==> src/hdl/dcps_pkg.sv <==
// ----------------------------------------------------------------------------
// dcps_pkg
// shared types and constants of the divisor count unit with prime sieve
// ----------------------------------------------------------------------------
package dcps_pkg;

  localparam int CFG_W             = 11;
  localparam int RESULT_W          = 8;
  localparam int SIEVE_LIMIT_RESET = 1001;
  localparam int SIEVE_LIMIT_MIN   = 2;
  localparam int RESULT_MAX        = 255;

  typedef enum logic {
    OP_BUILD = 1'b0,
    OP_COUNT = 1'b1
  } opcode_t;

  // divider handshake status
  typedef struct packed {
    logic busy;
    logic done;
  } div_status_t;

endpackage

==> src/hdl/dcps_div.sv <==
// ----------------------------------------------------------------------------
// dcps_div
// restoring divider, one quotient bit per cycle
// ----------------------------------------------------------------------------
module dcps_div #(
  parameter int DW = 20,
  parameter int SW = 11
) (
  input  logic                  clk,
  input  logic                  rst_n,
  input  logic                  start,
  input  logic [DW-1:0]         dividend,
  input  logic [SW-1:0]         divisor,
  output logic [DW-1:0]         quotient,
  output logic [SW-1:0]         remainder,
  output dcps_pkg::div_status_t status
);
  import dcps_pkg::*;

  localparam int CW = $clog2(DW + 1);

  logic [DW-1:0] q_r, q_nxt;
  logic [SW-1:0] rem_r, rem_nxt;
  logic [SW-1:0] d_r, d_nxt;
  logic [CW-1:0] cnt_r, cnt_nxt;
  logic          busy_r, busy_nxt;
  logic          done_r, done_nxt;
  logic [SW:0]   shifted;
  logic          ge;

  assign shifted = {rem_r, q_r[DW-1]};
  assign ge      = (shifted >= {1'b0, d_r});

  always_comb begin
    q_nxt    = q_r;
    rem_nxt  = rem_r;
    d_nxt    = d_r;
    cnt_nxt  = cnt_r;
    busy_nxt = busy_r;
    done_nxt = 1'b0;
    if (start) begin
      q_nxt    = dividend;
      rem_nxt  = '0;
      d_nxt    = divisor;
      cnt_nxt  = CW'(DW);
      busy_nxt = 1'b1;
    end else if (busy_r) begin
      rem_nxt = ge ? SW'(shifted - {1'b0, d_r}) : shifted[SW-1:0];
      q_nxt   = {q_r[DW-2:0], ge};
      cnt_nxt = cnt_r - 1'b1;
      if (cnt_r == CW'(1)) begin
        busy_nxt = 1'b0;
        done_nxt = 1'b1;
      end
    end
  end

  always_ff @(posedge clk) begin
    if (!rst_n) begin
      busy_r <= 1'b0;
      done_r <= 1'b0;
      cnt_r  <= '0;
    end else begin
      busy_r <= busy_nxt;
      done_r <= done_nxt;
      cnt_r  <= cnt_nxt;
    end
    q_r   <= q_nxt;
    rem_r <= rem_nxt;
    d_r   <= d_nxt;
  end

  assign quotient    = q_r;
  assign remainder   = rem_r;
  assign status.busy = busy_r;
  assign status.done = done_r;

endmodule

==> config.mk <==
export PLATFORM = sky130hd
export DESIGN_NAME = dcps_div
export DESIGN_NICKNAME = d
export VERILOG_FILES = /design/src/hdl/dcps_pkg.sv /design/src/hdl/dcps_div.sv
export SDC_FILE = /design/constraint.sdc
export NUM_CORES = 1
export LEC_CHECK = 0
export BUFFER_PORTS_ARGS = -buffer_cell sky130_fd_sc_hd__buf_2
export CORE_MARGIN = 2
export CORE_UTILIZATION = 53
export DETAILED_ROUTE_END_ITERATION = 10
export HOLD_SLACK_MARGIN = 0.15
export PLACE_DENSITY = 0.86
export SETUP_SLACK_MARGIN = 0.1
export SLEW_MARGIN = 20
export SYNTH_ARGS = -nofsm -noshare
export SYNTH_HDL_FRONTEND = slang
export SYNTH_SLANG_ARGS = --single-unit
==> constraint.sdc <==
create_clock -name clk -period 5.43 [get_ports clk]
set_input_delay 0.8145 -clock clk [delete_from_list [all_inputs] [get_ports clk]]
set_output_delay 0.8145 -clock clk [all_outputs]
set_load 0.01 [all_outputs]
-- Word-level counts from Yosys, hierarchy flattened
Index checks and enable logic that the tools add are counted.
- register bits after elaboration: 49
- bits in latches: 0
- memory bits (writable): 0
- memory bits (read-only): 0
- output and inout bits: 33
- logic and storage cells: 25
- memories: 0
- add/sub/neg operators: 2
- $mul: 0
- divide/modulo/power cells: 0
- magnitude comparators: 1
- equal/unequal tests: 1
- shifts and indexed selects: 0
- mux-type cells: 9
- bitwise logic cells: 2
- reductions and logical operators: 3
- operators by type and width (operator ; number):
    2-to-1 mux 20 bit ; 2
    greater-or-equal comparator 12 x 11 -> 1 bit ; 1
    2-to-1 mux 11 bit ; 1
    subtractor 11 bit ; 1
    2-to-1 mux 5 bit ; 2
    == test 5 x 1 -> 1 bit (second input constant) ; 1
    subtractor 5 x 1 -> 5 bit (second input constant) ; 1
    2-to-1 mux 1 bit ; 4
    OR reduction 3 bit ; 1
    inverter 1 bit ; 2
    nonzero test 2 bit ; 1
    OR reduction 2 bit ; 1

-- Depth between registers and ports, before layout
- depth after elaboration: 4
- mapped depth: 10

-- Worst setup path before layout
Ideal clock, no wire load.
- path type: reg-to-reg
- from: register q_r[19], in the netlist quotient[19]
- to: register rem_r[8], in the netlist remainder[8]
- setup time: 0.139 ns
- arrival time: 2.154 ns
- required time: 5.291 ns
- path slack: 3.137 ns
- stages on the path, launching flop included: 11
- path buffers: 1
- period minus slack after synthesis: 2.293 ns
- cell sequence: edfxtp_1 -> inv_1 -> ha_1 -> fa_1 -> nor2b_1 -> o31a_1 -> o21ai_2 -> o21ai_4 -> buf_8 -> mux2i_1 -> a211oi_2
- cells in the longest elaborated chain, start to end: 2
- elaborated cells on any way between the ends: 3
- those cells by class: add/sub: 1; order compare: 1; mux: 1
- ends and longest elaborated chain (element ; RTL line ; source):
    start, declared ; dcps_div.sv:22 ; logic [DW-1:0] q_r, q_nxt;
    start signal, assigned ; dcps_div.sv:68 ; q_r <= q_nxt;
    subtractor 11 bit / greater-or-equal comparator 12 x 11 -> 1 bit (equally long branches) ; dcps_div.sv:48, dcps_div.sv:32 ;
    2-to-1 mux 11 bit * ; dcps_div.sv:48 ; rem_nxt = ge ? SW'(shifted - {1'b0, d_r}) : shifted[SW-1:0];
    end signal, assigned ; dcps_div.sv:69 ; rem_r <= rem_nxt;
    end, declared ; dcps_div.sv:23 ; logic [SW-1:0] rem_r, rem_nxt;
Mark *: on every way between the ends. The rest lies on a longest branch, timed or not.
A chain may end at the register's enable or synchronous reset.

-- Worst setup path after layout
- from: register q_r[19], in the netlist quotient[19]
- to: register rem_r[2], in the netlist remainder[2]
Same word-level chain as after synthesis.

==> metrics.yaml <==
clock_tree:
  cts_buffers: 5
  cts_sinks: 49
  path_clk_slew_ns: 0.09
  cts_resized: 0
  cts-htree-levels: 2
  clk_path_buf_depth: 2
  holdBufCountCts: 0
  cts_root_buffer: "clkbuf_8"
  post_cts_buffers: 0
  clock_latency_ns: 0.31
  cts_tree: "built"
cells_and_area:
  final_nets: 335
  num-fill-cells: 405
  synthToLayoutAreaGrowth_pct: 18.1
  antenna_cells: 0
  ff_latch_area_mm2: 0.00129
  drive_above_1_share_pct: 35.8
  multi_input_area_mm2: 0.00120
critical_path:
  r2r_end: "remainder[2]$_SDFFE_PP0P_"
  reg2reg_depth: 9
  cp-end-kind: "register"
  arrival_ns: 2.77
  startpoint_type: "register"
  critPathKind: "register to register"
  reg2reg_setup_slack_ns: 2.80
  cp_max_fo: 15
  r2r-start: "quotient[19]$_DFFE_PP_"
  cp_data_required_time_ns: 5.57
logic_synthesis:
  synth_area_per_cell_um2: 11.7
  synth-xor-area-share_pct: 3.01
  synth_warnings: 0
  synth_fp_nets: 271
  synth_edf_count: 31
  syn_inst: 223
  synth_area_mm2: 0.00262
  synth_top_family_by_area: "compound AO/OA/AOI/OAI gates"
  synth-simple-area-share_pct: 11.7
  ys_seq_elements: 49
  ys_seq_area_share_pct: 49.4
  synthAdderAreaFrac_pct: 6.98
  synth.area.mux_share_pct: 10.9
  synth-async-reset-ratio_pct: 0
  synth.distinct_cells: 49
  synth_top_flop_cell: "edfxtp_1"
  synth_compound_area_share_pct: 13.3
timing:
  fin_skew_ns: 0.0106
  whs_ns: 0.509
  fin_tns_setup_ns: 0
  fmax_mhz: 380
  rsz0062_at_grt: "no"
  finalSetupViolCount: 0
  finalCritPeriodShare_pct: 48.5
  timing_hold_violations_final: 0
  worstMarginPinSlew_ns: 1.03
  slew_viol_final: 0
  finalCriticalPeriod_ns: 2.63
  slew_headroom_pct: 31.5
die:
  coreArea_mm2: 0.00475
  num_rows: 25
  die_h_um: 74.3
  io_pins: 67
  die-area_mm2: 0.00551
  initial_core_util_pct: 55.0
  die_w_um: 74.3
route:
  drt-wirelength-per-cell_um: 14.6
  remaining_drc_errors: 0
  drtIter0Drc: 145
  vias_per_cell: 5.47
  firstDrtPassIters: 4
  ant_nets: 0
  num_vias: 1942
  wirelength_um: 5180
global_route:
  antenna_found_initial: 0
  grt_start_max_net_pins: 44
  grt_usage_pct: 20.5
  grt_pass1_vias: 1898
  grt_first_pass_wirelength_um: 8740
  grt-ovfl-total: 0
worst_hold_path:
  min-delay-start: "cnt_r[1]$_SDFFE_PP0P_"
  min_path_cells: 2
  min_to: "cnt_r[1]$_SDFFE_PP0P_"
  hp-class: "register to register"
power:
  powerDensity_mw_per_mm2: 313
  vdd_ir_drop_max_uv: 208
  p_leak_nw: 1.30
placement:
  place_congestion: 0.806
  port_buffers: 66
  place_hpwl_um: 3780
job:
  max_cap_violations: 0
run_status:
  outcome: "completed"
power by group:
group / internal, mW / switching (mW)
clock network: 0.138 / 0.123
registers: 0.436 / 0.0278
logic: 0.111 / 0.131
total: 0.686 / 0.282
through the flow:
step | power (mW) | setup WS [ns] | cells | cell area [um^2] | utilization [%]
detailed placement | 0.710 | 2.78 | 347 | 2980 | 62.6
finish | 0.968 | 2.80 | 355 | 3090 | 65.0
CTS | 0.973 | 2.82 | 355 | 3090 | 65.0
floorplan | 0.644 | 3.14 | 223 | 2620 | -
global placement | 0.701 | 2.85 | 347 | 2980 | 62.6
global route | 1.02 | 2.66 | 355 | 3090 | 65.0
routing by layer:
layer	part of all wire, %	wire [um]	global-route usage [%]	up-vias
met3	6.0	310	4.20	11
met5	0	0	0	-
met1	45	2310	28.6	908
li1	-	-	-	945
met4	1.9	96	7.34	0
met2	48	2460	31.8	78
worst max-delay path by stage:
stage | start | endpoint | slack [ns] | cells after the start
5_1_grt | quotient[19]$_DFFE_PP_ | remainder[5]$_SDFFE_PP0P_ | 2.66 | 9
6_report | quotient[19]$_DFFE_PP_ | remainder[2]$_SDFFE_PP0P_ | 2.80 | 9
4_1_cts | quotient[19]$_DFFE_PP_ | remainder[5]$_SDFFE_PP0P_ | 2.82 | 9
3_5_place_dp | start | quotient[1]$_DFFE_PP_ | 2.78 | 4
2_1_floorplan | quotient[19]$_DFFE_PP_ | remainder[8]$_SDFFE_PP0P_ | 3.14 | 10
3_3_place_gp | start | quotient[6]$_DFFE_PP_ | 2.85 | 4
synth_stat cells (all sizes together) (2+ instances only):
| cell | number | share of area (%) |
|---|---|---|
| o22ai | 2 | 0.48 |
| xnor2 | 8 | 2.7 |
| inv | 17 | 2.4 |
| nand2b | 4 | 0.96 |
| mux2i | 6 | 2.3 |
| o31a | 2 | 0.67 |
| a311oi | 2 | 1.1 |
| nor4bb | 2 | 0.77 |
| mux2 | 20 | 8.6 |
| edfxtp | 31 | 36 |
| nor4 | 2 | 1.1 |
| o31ai | 2 | 0.57 |
| a21oi | 7 | 1.3 |
| o211ai | 4 | 1.1 |
| a211oi | 8 | 2.5 |
| dfxtp | 18 | 14 |
| o21a | 2 | 0.57 |
| nand3 | 4 | 1.2 |
| nor2b | 3 | 0.72 |
| ha | 13 | 6.2 |
| buf | 6 | 1.7 |
| clkbuf | 4 | 0.57 |
| nor3 | 3 | 0.57 |
| nor2 | 18 | 2.6 |
| a21boi | 2 | 0.57 |
| nand2 | 10 | 1.4 |
| o21ai | 9 | 2.3 |
worst max-delay path, stage by stage (launching register included):
cell,delay [ns]
edfxtp_1,0.39
inv_1,0.06
ha_1,0.23
fa_1,0.42
nor2b_1,0.19
o31a_1,0.22
o21ai_2,0.15
o21ai_4,0.44
mux2i_1,0.26
a211oi_1,0.10
cells in the final DEF, fill, tap and decap left out, types with 2 or more instances in the layout:
| cell type | synthesis | final |
|---|---|---|
| ha_1 | 13 | 13 |
| mux2_2 | 20 | 20 |
| a21boi_0 | 2 | 2 |
| nor4bb_1 | 2 | 2 |
| o31ai_1 | 2 | 2 |
| o22ai_1 | 2 | 2 |
| o21a_1 | 2 | 2 |
| clkbuf_8 | 0 | 5 |
| a211oi_1 | 7 | 7 |
| mux2i_1 | 6 | 6 |
| a21oi_1 | 7 | 7 |
| dfxtp_1 | 18 | 18 |
| nor3_1 | 3 | 3 |
| inv_1 | 17 | 17 |
| o211ai_1 | 4 | 4 |
| xnor2_1 | 8 | 8 |
| nor2_1 | 18 | 18 |
| nand3_1 | 3 | 3 |
| buf_2 | 0 | 66 |
| nor2b_1 | 3 | 3 |
| nand2_1 | 10 | 10 |
| a311oi_2 | 2 | 2 |
| nand2b_1 | 4 | 4 |
| edfxtp_1 | 31 | 31 |
| o21ai_0 | 6 | 6 |
| o31a_1 | 2 | 2 |
cells by family (layout without fill, tap and decap cells):
logic type      Yosys count  count (layout)
mux                      26              26
fa+ha+maj                14              14
xor+xnor                  9               9
buf+inv                  27              92
flops                    49              49
simple gates             54              54
compound gates           44              44
final cells by class:
cell class,instances,share of cell area [%]
clock inverter,2,1.26
inverter,17,2.07
multi-input combinational,147,38.9
sequential,49,41.8
timing repair buffer,67,10.9
tap,67,2.71
clock buffer,6,2.35
sequential cells by signal (all words and copies together), names as in the netlist:
signal,cells
quotient,20
d_r,11
cnt_r,5
remainder,11
done_r,1
busy_r,1
Power figures use the tool's default switching activity.
